### config.mk
export PLATFORM = sky130hd
export DESIGN_NAME = waterfall_column_placer_top
export DESIGN_NICKNAME = d
export VERILOG_FILES = /design/src/rtl/wcp_pkg.sv /design/src/rtl/wcp_front.sv /design/src/rtl/wcp_back.sv /design/src/rtl/wcp_result_q.sv /design/src/rtl/waterfall_column_placer_top.sv
export SDC_FILE = /design/constraint.sdc
export NUM_CORES = 2
export LEC_CHECK = 0
export BUFFER_PORTS_ARGS = -buffer_cell sky130_fd_sc_hd__buf_4
export CAP_MARGIN = 20
export CORE_MARGIN = 2
export CORE_UTILIZATION = 50
export CTS_CLUSTER_SIZE = 14
export DETAILED_ROUTE_END_ITERATION = 10
export PLACE_DENSITY = 0.69
export SLEW_MARGIN = 30
export SYNTH_ARGS = -nofsm -noshare
export SYNTH_HDL_FRONTEND = slang
export SYNTH_SLANG_ARGS = --single-unit
### constraint.sdc
create_clock -name clk -period 10.77 [get_ports clk]
set_clock_uncertainty 0.2 [all_clocks]
set_input_delay 1.6155 -clock clk [delete_from_list [all_inputs] [get_ports clk]]
set_output_delay 1.6155 -clock clk [all_outputs]
set_load 0.03 [all_outputs]
### src/rtl/wcp_pkg.sv
package wcp_pkg;

  localparam int MAX_COLUMNS = 16;
  localparam int LANES       = 4;
  localparam int LANE_W      = 2;
  localparam int ROWS        = (MAX_COLUMNS + LANES - 1) / LANES;
  localparam int ROW_W       = (ROWS > 1) ? $clog2(ROWS) : 1;
  localparam int DIV_STEPS   = 16;
  localparam int DIV_CNT_W   = 4;

  localparam logic [6:0]  MAX_COLS7 = 7'(MAX_COLUMNS);
  localparam logic [23:0] SAT24     = 24'hFFFFFF;

  typedef enum logic [2:0] {
    REG_FIXED_COLUMNS,
    REG_COLUMN_WIDTH,
    REG_GAP_HORIZONTAL,
    REG_GAP_VERTICAL,
    REG_MARGIN_HORIZONTAL,
    REG_MARGIN_VERTICAL,
    REG_ALIGN_MODE
  } cfg_reg_t;

  typedef enum logic [1:0] {
    ALIGN_NONE,
    ALIGN_LEFT,
    ALIGN_CENTER,
    ALIGN_RIGHT
  } align_t;

  typedef enum logic {
    REQ_START,
    REQ_PLACE
  } req_t;

  typedef enum logic [2:0] {
    ST_IDLE,
    ST_COUNT,
    ST_DIVIDE,
    ST_PRODUCT,
    ST_ORIGIN,
    ST_SCAN,
    ST_UPDATE,
    ST_EMIT
  } back_state_t;

  typedef struct packed {
    logic [6:0]  fixed_columns;
    logic [14:0] column_width;
    logic [11:0] gap_horizontal;
    logic [11:0] gap_vertical;
    logic [11:0] margin_horizontal;
    logic [11:0] margin_vertical;
    align_t      align_mode;
  } cfg_t;

  typedef struct packed {
    req_t        req;
    logic [14:0] area_left;
    logic [14:0] area_width;
    logic [14:0] item_height;
  } cmd_t;

  typedef struct packed {
    logic signed [24:0] item_left;
    logic [23:0]        item_top;
    logic [5:0]         column_index;
    logic [6:0]         columns_in_use;
    logic [23:0]        content_height;
  } res_t;

endpackage

### src/rtl/wcp_front.sv
module wcp_front import wcp_pkg::*; (
  input  logic        clk,
  input  logic        rst,
  input  logic        push,
  output logic        full,
  input  logic        req_type,
  input  logic [14:0] area_left,
  input  logic [14:0] area_width,
  input  logic [14:0] item_height,
  output cmd_t        cmd,
  output logic        cmd_valid,
  input  logic        cmd_pop
);

  cmd_t       slots [2];
  logic       wr_ptr;
  logic       rd_ptr;
  logic [1:0] count;
  logic       do_push;
  logic       do_pop;
  cmd_t       incoming;

  assign full      = (count == 2'd2);
  assign cmd_valid = (count != 2'd0);
  assign cmd       = slots[rd_ptr];
  assign do_push   = push && !full;
  assign do_pop    = cmd_pop && cmd_valid;

  // classify the item on the way in
  always_comb begin
    incoming.req         = req_t'(req_type);
    incoming.area_left   = area_left;
    incoming.area_width  = area_width;
    incoming.item_height = item_height;
    if (incoming.req == REQ_PLACE) begin
      incoming.area_left  = '0;
      incoming.area_width = '0;
    end else begin
      incoming.item_height = '0;
    end
  end

  always_ff @(posedge clk) begin
    if (rst) begin
      wr_ptr <= 1'b0;
      rd_ptr <= 1'b0;
      count  <= 2'd0;
    end else begin
      if (do_push) begin
        wr_ptr <= !wr_ptr;
      end
      if (do_pop) begin
        rd_ptr <= !rd_ptr;
      end
      if (do_push && !do_pop) begin
        count <= count + 2'd1;
      end else if (do_pop && !do_push) begin
        count <= count - 2'd1;
      end
    end
  end

  always_ff @(posedge clk) begin
    if (do_push) begin
      slots[wr_ptr] <= incoming;
    end
  end

endmodule

### src/rtl/wcp_back.sv
module wcp_back import wcp_pkg::*; (
  input  logic clk,
  input  logic rst,
  input  cfg_t cfg,
  input  cmd_t cmd,
  input  logic cmd_valid,
  output logic cmd_pop,
  output res_t res,
  output logic res_push,
  input  logic res_full
);

  back_state_t state;
  back_state_t state_next;

  cmd_t               cur;
  logic [6:0]         active;
  logic signed [24:0] origin;
  logic [23:0]        tallest;
  logic [23:0]        bottoms [ROWS][LANES];

  logic [16:0]          rem;
  logic [15:0]          dvd;
  logic [DIV_CNT_W-1:0] div_cnt;
  logic [22:0]          prod;
  logic signed [25:0]   pre2;
  logic signed [25:0]   pre3;
  logic [ROW_W-1:0]     row;
  logic [23:0]          best;
  logic [5:0]           best_idx;
  logic signed [24:0]   res_left;
  logic [23:0]          res_top;
  logic [5:0]           res_col;

  logic [15:0]        pitch;
  logic signed [16:0] num;
  logic               need_div;
  logic [6:0]         count_now;
  logic [16:0]        rem_sh;
  logic               q_bit;
  logic [16:0]        rem_next;
  logic [15:0]        dvd_next;
  logic signed [25:0] diff;
  logic signed [25:0] half;
  logic signed [25:0] origin_full;
  logic [23:0]        scan_best;
  logic [5:0]         scan_idx;
  logic [6:0]         col7;
  logic               scan_done;
  logic [25:0]        grow_sum;
  logic [23:0]        new_bottom;
  logic [21:0]        col_offset;
  logic [24:0]        content_sum;

  function automatic logic [6:0] clamp_cols(input logic [15:0] v);
    logic [6:0] r;
    if (v == 16'd0) begin
      r = 7'd1;
    end else if (v > 16'(MAX_COLS7)) begin
      r = MAX_COLS7;
    end else begin
      r = v[6:0];
    end
    return r;
  endfunction

  assign pitch = 16'(cfg.column_width) + 16'(cfg.gap_horizontal);
  assign num   = $signed({2'b00, cur.area_width})
               - $signed({4'b0000, cfg.margin_horizontal, 1'b0})
               + $signed({5'b00000, cfg.gap_horizontal});

  always_comb begin
    need_div  = 1'b0;
    count_now = 7'd1;
    if (cfg.fixed_columns != 7'd0) begin
      count_now = clamp_cols(16'(cfg.fixed_columns));
    end else if (pitch == 16'd0) begin
      count_now = MAX_COLS7;
    end else if (num[16] || num == 17'sd0) begin
      count_now = 7'd1;
    end else begin
      need_div = 1'b1;
    end
  end

  // restoring divider, one quotient bit per cycle
  assign rem_sh   = {rem[15:0], dvd[15]};
  assign q_bit    = (rem_sh >= {1'b0, pitch});
  assign rem_next = q_bit ? (rem_sh - {1'b0, pitch}) : rem_sh;
  assign dvd_next = {dvd[14:0], q_bit};

  // origin from alignment, centre division truncates toward zero
  always_comb begin
    diff = $signed({11'd0, cur.area_width}) - $signed({3'd0, prod});
    half = (diff + $signed({25'd0, diff[25]})) >>> 1;
    unique case (cfg.align_mode)
      ALIGN_LEFT:   origin_full = $signed({11'd0, cur.area_left})
                                + $signed({14'd0, cfg.margin_horizontal});
      ALIGN_CENTER: origin_full = pre2 + half;
      ALIGN_RIGHT:  origin_full = pre3 - $signed({3'd0, prod});
      default:      origin_full = $signed({14'd0, cfg.margin_horizontal});
    endcase
  end

  // four columns per cycle, leftmost wins ties
  always_comb begin
    scan_best = best;
    scan_idx  = best_idx;
    col7      = '0;
    for (int k = 0; k < LANES; k++) begin
      col7 = (7'(row) << LANE_W) | 7'(k);
      if (col7 < active && bottoms[row][k] < scan_best) begin
        scan_best = bottoms[row][k];
        scan_idx  = col7[5:0];
      end
    end
  end

  assign scan_done = (((7'(row) + 7'd1) << LANE_W) >= active);

  assign grow_sum   = 26'(best) + 26'(cur.item_height) + 26'(cfg.gap_vertical);
  assign new_bottom = (grow_sum > 26'(SAT24)) ? SAT24 : grow_sum[23:0];
  assign col_offset = 22'(best_idx) * 22'(pitch);

  assign content_sum = 25'(tallest) + 25'(cfg.margin_vertical);

  always_comb begin
    res.item_left      = res_left;
    res.item_top       = res_top;
    res.column_index   = res_col;
    res.columns_in_use = active;
    res.content_height = (content_sum > 25'(SAT24)) ? SAT24 : content_sum[23:0];
  end

  always_comb begin
    state_next = state;
    unique case (state)
      ST_IDLE: begin
        if (cmd_valid) begin
          state_next = (cmd.req == REQ_START) ? ST_COUNT : ST_SCAN;
        end
      end
      ST_COUNT:   state_next = need_div ? ST_DIVIDE : ST_PRODUCT;
      ST_DIVIDE: begin
        if (div_cnt == DIV_CNT_W'(DIV_STEPS - 1)) begin
          state_next = ST_PRODUCT;
        end
      end
      ST_PRODUCT: state_next = ST_ORIGIN;
      ST_ORIGIN:  state_next = ST_EMIT;
      ST_SCAN: begin
        if (scan_done) begin
          state_next = ST_UPDATE;
        end
      end
      ST_UPDATE:  state_next = ST_EMIT;
      ST_EMIT: begin
        if (!res_full) begin
          state_next = ST_IDLE;
        end
      end
      default:    state_next = ST_IDLE;
    endcase
  end

  always_comb begin
    cmd_pop  = (state == ST_IDLE) && cmd_valid;
    res_push = (state == ST_EMIT) && !res_full;
  end

  always_ff @(posedge clk) begin
    if (rst) begin
      state   <= ST_IDLE;
      active  <= 7'd1;
      origin  <= '0;
      tallest <= '0;
      for (int r = 0; r < ROWS; r++) begin
        for (int k = 0; k < LANES; k++) begin
          bottoms[r][k] <= '0;
        end
      end
    end else begin
      state <= state_next;
      unique case (state)
        ST_COUNT: begin
          if (!need_div) begin
            active <= count_now;
          end
        end
        ST_DIVIDE: begin
          if (div_cnt == DIV_CNT_W'(DIV_STEPS - 1)) begin
            active <= clamp_cols(dvd_next);
          end
        end
        ST_ORIGIN: begin
          origin  <= origin_full[24:0];
          tallest <= 24'(cfg.margin_vertical);
          for (int r = 0; r < ROWS; r++) begin
            for (int k = 0; k < LANES; k++) begin
              bottoms[r][k] <= 24'(cfg.margin_vertical);
            end
          end
        end
        ST_UPDATE: begin
          bottoms[best_idx[LANE_W +: ROW_W]][best_idx[LANE_W-1:0]] <= new_bottom;
          if (new_bottom > tallest) begin
            tallest <= new_bottom;
          end
        end
        default: begin
        end
      endcase
    end
  end

  always_ff @(posedge clk) begin
    unique case (state)
      ST_IDLE: begin
        cur      <= cmd;
        row      <= '0;
        best     <= SAT24;
        best_idx <= '0;
      end
      ST_COUNT: begin
        rem     <= '0;
        dvd     <= num[15:0];
        div_cnt <= '0;
      end
      ST_DIVIDE: begin
        rem     <= rem_next;
        dvd     <= dvd_next;
        div_cnt <= div_cnt + DIV_CNT_W'(1);
      end
      ST_PRODUCT: begin
        prod <= 23'(active) * 23'(pitch);
        pre2 <= $signed({11'd0, cur.area_left}) + $signed({15'd0, cfg.gap_horizontal[11:1]});
        pre3 <= $signed({11'd0, cur.area_left}) + $signed({11'd0, cur.area_width})
              - 26'sd1 - $signed({14'd0, cfg.margin_horizontal})
              + $signed({14'd0, cfg.gap_horizontal});
      end
      ST_ORIGIN: begin
        res_left <= origin_full[24:0];
        res_top  <= '0;
        res_col  <= '0;
      end
      ST_SCAN: begin
        best     <= scan_best;
        best_idx <= scan_idx;
        row      <= row + ROW_W'(1);
      end
      ST_UPDATE: begin
        res_left <= origin + $signed({3'd0, col_offset});
        res_top  <= best;
        res_col  <= best_idx;
      end
      default: begin
      end
    endcase
  end

endmodule

### src/rtl/wcp_result_q.sv
module wcp_result_q import wcp_pkg::*; (
  input  logic clk,
  input  logic rst,
  input  res_t res_in,
  input  logic res_push,
  output logic res_full,
  output res_t res_out,
  output logic empty,
  input  logic pop
);

  res_t       slots [2];
  logic       wr_ptr;
  logic       rd_ptr;
  logic [1:0] count;
  logic       do_push;
  logic       do_pop;

  assign res_full = (count == 2'd2);
  assign empty    = (count == 2'd0);
  assign res_out  = slots[rd_ptr];
  assign do_push  = res_push && !res_full;
  assign do_pop   = pop && !empty;

  always_ff @(posedge clk) begin
    if (rst) begin
      wr_ptr <= 1'b0;
      rd_ptr <= 1'b0;
      count  <= 2'd0;
    end else begin
      if (do_push) begin
        wr_ptr <= !wr_ptr;
      end
      if (do_pop) begin
        rd_ptr <= !rd_ptr;
      end
      if (do_push && !do_pop) begin
        count <= count + 2'd1;
      end else if (do_pop && !do_push) begin
        count <= count - 2'd1;
      end
    end
  end

  always_ff @(posedge clk) begin
    if (do_push) begin
      slots[wr_ptr] <= res_in;
    end
  end

endmodule

### src/rtl/waterfall_column_placer_top.sv
// Masonry column placer. A start item (req_type 0) sets the column count and
// left origin of a new layout and answers with the origin; a place item
// (req_type 1) drops one item into the lowest column, leftmost on ties, and
// answers with its position. Every item gives exactly one result. Items enter
// through a two-deep queue and results leave through a two-deep queue, so
// both sides may stall freely. A place item runs the column scan, which
// compares four column bottoms per cycle, and then updates the lowest
// column. A start item divides the column count out of the area width with
// the 16-step restoring divider, unless the count is fixed, the column pitch
// is zero or the width less both margins plus one gap is not positive.
// Configuration writes are meant for times when both queues are empty and
// the block is idle.
module waterfall_column_placer_top import wcp_pkg::*; (
  input  logic               clk,
  input  logic               rst,
  input  logic               push,
  output logic               full,
  input  logic               req_type,
  input  logic [14:0]        area_left,
  input  logic [14:0]        area_width,
  input  logic [14:0]        item_height,
  output logic               empty,
  input  logic               pop,
  output logic signed [24:0] item_left,
  output logic [23:0]        item_top,
  output logic [5:0]         column_index,
  output logic [6:0]         columns_in_use,
  output logic [23:0]        content_height,
  input  logic               cfg_write_en,
  input  logic [2:0]         cfg_addr,
  input  logic [14:0]        cfg_wdata
);

  cfg_t cfg;
  cmd_t cmd;
  logic cmd_valid;
  logic cmd_pop;
  res_t res_back;
  logic res_push;
  logic res_full;
  res_t res_out;

  always_ff @(posedge clk) begin
    if (rst) begin
      cfg.fixed_columns     <= 7'd0;
      cfg.column_width      <= 15'd1;
      cfg.gap_horizontal    <= 12'd0;
      cfg.gap_vertical      <= 12'd0;
      cfg.margin_horizontal <= 12'd0;
      cfg.margin_vertical   <= 12'd0;
      cfg.align_mode        <= ALIGN_LEFT;
    end else if (cfg_write_en) begin
      case (cfg_reg_t'(cfg_addr))
        REG_FIXED_COLUMNS:     cfg.fixed_columns     <= cfg_wdata[6:0];
        REG_COLUMN_WIDTH:      cfg.column_width      <= cfg_wdata;
        REG_GAP_HORIZONTAL:    cfg.gap_horizontal    <= cfg_wdata[11:0];
        REG_GAP_VERTICAL:      cfg.gap_vertical      <= cfg_wdata[11:0];
        REG_MARGIN_HORIZONTAL: cfg.margin_horizontal <= cfg_wdata[11:0];
        REG_MARGIN_VERTICAL:   cfg.margin_vertical   <= cfg_wdata[11:0];
        REG_ALIGN_MODE:        cfg.align_mode        <= align_t'(cfg_wdata[1:0]);
        default: begin
        end
      endcase
    end
  end

  wcp_front u_front (
    .clk         (clk),
    .rst         (rst),
    .push        (push),
    .full        (full),
    .req_type    (req_type),
    .area_left   (area_left),
    .area_width  (area_width),
    .item_height (item_height),
    .cmd         (cmd),
    .cmd_valid   (cmd_valid),
    .cmd_pop     (cmd_pop)
  );

  wcp_back u_back (
    .clk       (clk),
    .rst       (rst),
    .cfg       (cfg),
    .cmd       (cmd),
    .cmd_valid (cmd_valid),
    .cmd_pop   (cmd_pop),
    .res       (res_back),
    .res_push  (res_push),
    .res_full  (res_full)
  );

  wcp_result_q u_result_q (
    .clk      (clk),
    .rst      (rst),
    .res_in   (res_back),
    .res_push (res_push),
    .res_full (res_full),
    .res_out  (res_out),
    .empty    (empty),
    .pop      (pop)
  );

  assign item_left      = res_out.item_left;
  assign item_top       = res_out.item_top;
  assign column_index   = res_out.column_index;
  assign columns_in_use = res_out.columns_in_use;
  assign content_height = res_out.content_height;

endmodule

## Word level (Yosys, flattened, before mapping)

Memories as Yosys holds them, arrays and structs flattened. A register that Yosys moved wholly into a read port is not among the register bits.
Cells that the tools add are included.

| word-level totals | value |
|---|---|
| register bits after elaboration | 371 |
| latch bits | 0 |
| memory bits (writable) | 648 |
| bits in read-only memories | 0 |
| bits of input ports | 69 |
| memories kept | 3 |

| operators by class | value |
|---|---|
| add/sub/neg operators | 25 |
| multiply operators | 2 |
| div/mod/pow operators | 0 |
| order comparisons | 17 |
| equality and inequality tests | 26 |
| shift operators | 0 |
| muxes and demuxes | 86 |
| bitwise logic cells | 17 |
| reductions and logical operators | 54 |

Memories:

| name | depth | bits a word | read ports | clocked after Yosys merged registers in | wr ports | line | source |
|---|---|---|---|---|---|---|---|
| u_back.bottoms | 4 | 96 | 1 | 1 | 4 | wcp_back.sv:20 | `logic [23:0] bottoms [ROWS][LANES];` |
| u_result_q.slots | 2 | 86 | 1 | 1 | 1 | wcp_result_q.sv:12 | `res_t slots [2];` |
| u_front.slots | 2 | 46 | 1 | 1 | 1 | wcp_front.sv:15 | `cmd_t slots [2];` |

Operators by type and width:

| cell | number |
|---|---|
| $mux 24 | 24 |
| $mux 96 | 3 |
| $pmux 24 s2 | 3 |
| $lt 24x24->1 | 4 |
| $reduce_or 96->1 | 1 |
| $pmux 25 s3 | 1 |
| $pmux 16 s2 | 2 |
| $pmux 25 s2 | 1 |
| $mux 7 | 7 |
| $demux 24 s2 | 1 |
| $add 15x12->16 | 2 |
| $logic_not 16->1 | 2 |
| $mux 30 | 1 |
| $lt 4x7->1 | 4 |
| $add 26x12->26 | 1 |
| $gt 26x24->1 const B | 1 |
| $add 17x24->25 | 1 |
| $add 24x12->25 | 1 |
| $add 24x15->25 | 1 |
| $add 24x2->25 | 1 |
| $add 25x13->25 | 1 |
| $add 25x23->25 | 1 |
| $gt 25x24->1 const B | 1 |
| $sub 25x13->25 | 1 |
| 57 further kinds | 161 |

## Longest topological paths before layout

| logic depth | value |
|---|---|
| depth in word-level cells | 13 |
| mapped depth | 57 |
| gate-level depth less buffers | 48 |

## Modules after synthesis

From an unflattened synthesis, not the netlist that was laid out.

| unflattened totals | value |
|---|---|
| cell total of the unflattened synthesis | 5547 |
| area total of the unflattened synthesis | 61936.9 µm² |

By module, submodules not included:

| module | instances | cells an instance | area each (µm²) | sequential area each (µm²) |
|---|---|---|---|---|
| wcp_back | 1 | 4779 | 48644.2 | 19418.6 |
| wcp_result_q | 1 | 293 | 6582.6 | 5265.0 |
| wcp_front | 1 | 217 | 3832.4 | 2862.7 |
| waterfall_column_placer_top | 1 | 258 | 2877.8 | 1441.4 |

## Worst setup path after synthesis

OpenSTA, ideal clock, no wires.

| timing path | value |
|---|---|
| kind | register to register |
| start | register with a tool-made name |
| end | register u_back.best_idx[0], enable pin |
| setup time | 351 ps |
| arrival | 10629 ps |
| slack | -409 ps |
| cell stages (with the launch flop) | 53 |
| buffers on the path | 8 |
| clock period less this slack | 11179 ps |
| path through | dfxtp_1 -> buf_6 -> clkbuf_1 -> buf_1 -> mux4_2 -> ha_1 -> and4_1 -> and3_1 -> a2111oi_0 -> o211ai_1 -> a211oi_2 -> or2_2 -> buf_6 -> clkbuf_1 -> nand2_1 -> o21ai_0 -> inv_1 -> ha_1 -> [... 17 more ...] -> nor2_1 -> a31oi_4 -> buf_4 -> mux2i_1 -> ha_1 -> a21oi_1 -> nor2b_1 -> o21ai_0 -> nand2b_1 -> a21oi_1 -> nor2b_1 -> o21ai_0 -> nand2b_1 -> a21oi_1 -> o21ai_0 -> a211oi_4 -> nor2b_1 -> a41oi_1 |

RTL lines:

| item | line | source |
|---|---|---|
| end signal: assignment | wcp_back.sv:248 | `best_idx <= scan_idx;` |
| end: declaration | wcp_back.sv:30 | `logic [5:0] best_idx;` |

==> impl_metrics.toml <==
[worst_setup_path]
r2r_setup_slack_ns = 0.36
r2r_end = "u_back.best[16]$_SDFFCE_PN1N_"
required_ns = 11.04
critPathCaptureType = "flip-flop"
crit_type = "reg2reg"
critPathMaxStageDelay_ns = 0.55
cp_slowest_cell = "mux4_2"
cp_common_cell = "ha_1"
critPathLaunchType = "flip-flop"
cp.arrival_ns = 10.67
crit_fanout = 24
reg2reg_depth = 46

[worst_hold_path]
hold_path_class = "reg2reg"
min_delay_path_depth = 0
hp-start = "u_back.res_top[22]$_SDFFCE_PP0P_"
min_to = "u_result_q.slots[1][59]$_DFFE_PP_"

[sta]
relSlewSlack_pct = 23.9
max_freq_mhz = 96.1
worst_slew_pin_slew_ns = 1.13
maxSlewViolCount = 0
layout_min_cycle_time_ns = 10.41
finalHoldViolCount = 0
setup_viol = 0
fin_crit_sh_pct = 96.6

[yosys]
ys_seq_area_share_pct = 47.5
synthesis.area_mm2 = 0.0612
synth_seq_cells = 1015
synth_cell_types = 94
syn_area_per_cell_um2 = 10.8
synth-edff-count = 872
ys_top_cells_by_area = "edfxtp_1, ha_1, dfxtp_1"
ys.flop_type = "edfxtp_1"
synth_cells = 5678
synth_top_area_share_pct = 42.8
yosys_warnings = 0
async_flop_share_pct = 0
yosysTopAreaCell = "edfxtp_1"

[place]
gp_congestion = 0.977
hpwl_mm = 127
placedInstanceArea_mm2 = 0.0647
placedCellCount = 7353
port_buffers = 154

[global_route]
antenna_found_initial = 12
gr-usage-all-layers_pct = 27.7
grt_max_degree = 90
grt_pass1_vias = 42600
grt_pass1_wl_mm = 263
gr-total-overflow = 0

[finish]
synthToLayoutAreaGrowth_pct = 12.1
post-route-util_pct = 56.4
fillerInstances = 10200
instances_no_fill = 7578
multi_input_area_mm2 = 0.0296
drive_gt1_share_pct = 13.7
nets = 6488
regArea_mm2 = 0.0291
final_area_mm2 = 0.0686

[route]
wl_mm = 176
maxUsedRoutingLayer = "met5"
via_per_inst = 5.96
routedWlPerCell_um = 23.3
met1_length_mm = 77.7
route.met3.wl_mm = 19.6
vias = 45200
detail-route-antenna-nets = 0
firstDrtPassIters = 6
routed-wl-met2_mm = 73.8
drc = 0
drtIter0Drc = 4888

[floorplan]
start_util_pct = 50.3
die_h_um = 354
boundaryPins = 157
fp.coreArea_mm2 = 0.122
rows = 128
die_w_um = 354
fp.dieArea_mm2 = 0.125

[clocking]
cts_tree = "done"
cts_max_level = 3
cts_root_buf = "clkbuf_16"
clkSlewWorstSetupHoldPaths_ns = 0.06
clk_path_buf_depth = 3
cts_made_buffers = 109
clk_latency_ns = 0.75
clkSinkCount = 1015

[status]
outcome = "complete, no violations"

[flow_run]
drv_cap = 0
-- how the worst max path moves through the flow --
stage | endpoint | slack, ns | from | depth (start not counted)
after floorplan | u_back.best_idx[0]$_SDFFCE_PN0P_ | 0.04 | flip-flop | 52
after global placement | u_back.best[0]$_SDFFCE_PN1N_ | 0.1 | flip-flop | 47
after CTS | u_back.best[0]$_SDFFCE_PN1N_ | 0.007 | flip-flop | 49
after global routing | u_back.best_idx[0]$_SDFFCE_PN0P_ | -0.19 | flip-flop | 49
after detailed placement | u_back.best[0]$_SDFFCE_PN1N_ | -0.08 | flip-flop | 48
final | u_back.best[16]$_SDFFCE_PN1N_ | 0.36 | flip-flop | 46
-- layout make-up --
type,count,area share (%)
repair buffers,314,3.65
clock buffers,129,4.10
flip-flops and latches,1015,42.4
inverters,480,2.63
multi-input cells,3936,43.2
well taps,1625,2.97
diodes,3,0.0109
clock inverters,76,1.08
-- routing by layer --
layer	up-vias	GRT usage, %
met2	2104	39.8
met5	-	0
met4	18	8.19
li1	20700	-
met3	279	7.07
met1	22100	41.2
-- timing repair --
item / in CTS / in global routing
pin swaps: 0 / 9
setup buffers: 0 / 15
setup endpoints to repair: 9 / 30
resized for setup: 6 / 36
hold endpoints to repair: 0 / 0
cloned: 0 / 2
hold buffers: 0 / 0
-- cells in the mapped netlist, types with 33 or more instances --
library cell / number
xor2_1: 69
mux2i_1: 34
nand2b_1: 50
mux2_2: 132
inv_1: 479
o21ai_0: 315
nand4_1: 37
a211oi_1: 33
nor2b_1: 71
a21oi_1: 453
and2_1: 87
a21o_1: 94
fa_1: 124
nor3_1: 82
nand3_1: 69
xnor2_1: 197
dfxtp_1: 143
nand2_1: 553
mux4_2: 107
o21bai_1: 51
edfxtp_1: 872
o21a_1: 46
nor2_1: 519
clkbuf_1: 207
ha_1: 439
-- cells in the final DEF (no fill, tap or decap), types with 139 or more instances in the layout --
cell / Yosys / routed
xnor2_1: 197 / 197
inv_1: 479 / 478
o21ai_0: 315 / 313
ha_1: 439 / 439
a21oi_1: 453 / 432
buf_4: 6 / 299
edfxtp_1: 872 / 872
nor2_1: 519 / 511
dfxtp_1: 143 / 139
nand2_1: 553 / 547
-- flip-flops by register name, summed over array words and instances, names as in the netlist, 23 cells and up, named ones only --
name	flops
cfg	72
u_back.tallest	24
u_back.cur	45
u_back.res_left	25
u_front.slots	92
u_back.best	24
u_back.origin	25
u_back.res_top	24
u_back.prod	23
u_result_q.slots	168
u_back.pre3	25
u_back.bottoms	384
-- logic make-up (layout without fill, tap and decap cells) --
family	count (synthesis)	count (layout)	synth area share, %
compound gates	1227	1227	12.3
xor+xnor	266	266	3.81
fa+ha+maj	563	563	13.0
buf+inv	728	999	4.57
flops	1015	1015	47.5
mux	273	273	6.93
other cells	1	5	0.00613
simple gates	1605	1605	11.9
-- critical path: cells and delay by family (launching register included) --
family / cells / cell delay, ns
buf+inv: 9 / 1.45
compound gates: 19 / 3.41
flops: 1 / 0.38
simple gates: 12 / 2.78
fa+ha+maj: 4 / 1.04
mux: 2 / 0.83
-- stage by stage --
stage	setup TNS [ns]	hold slack [ns]	setup WS [ns]
2_1_floorplan	0	0.221	0.0431
3_3_place_gp	0	0.224	0.0954
5_1_grt	-2.54	0.249	-0.189
4_1_cts	0	0.241	0.00650
3_5_place_dp	-0.152	0.230	-0.0842
6_report	0	0.244	0.365
Power is not shown: default switching activity piles up to over one toggle a cycle in this logic, so the estimate is an artifact.
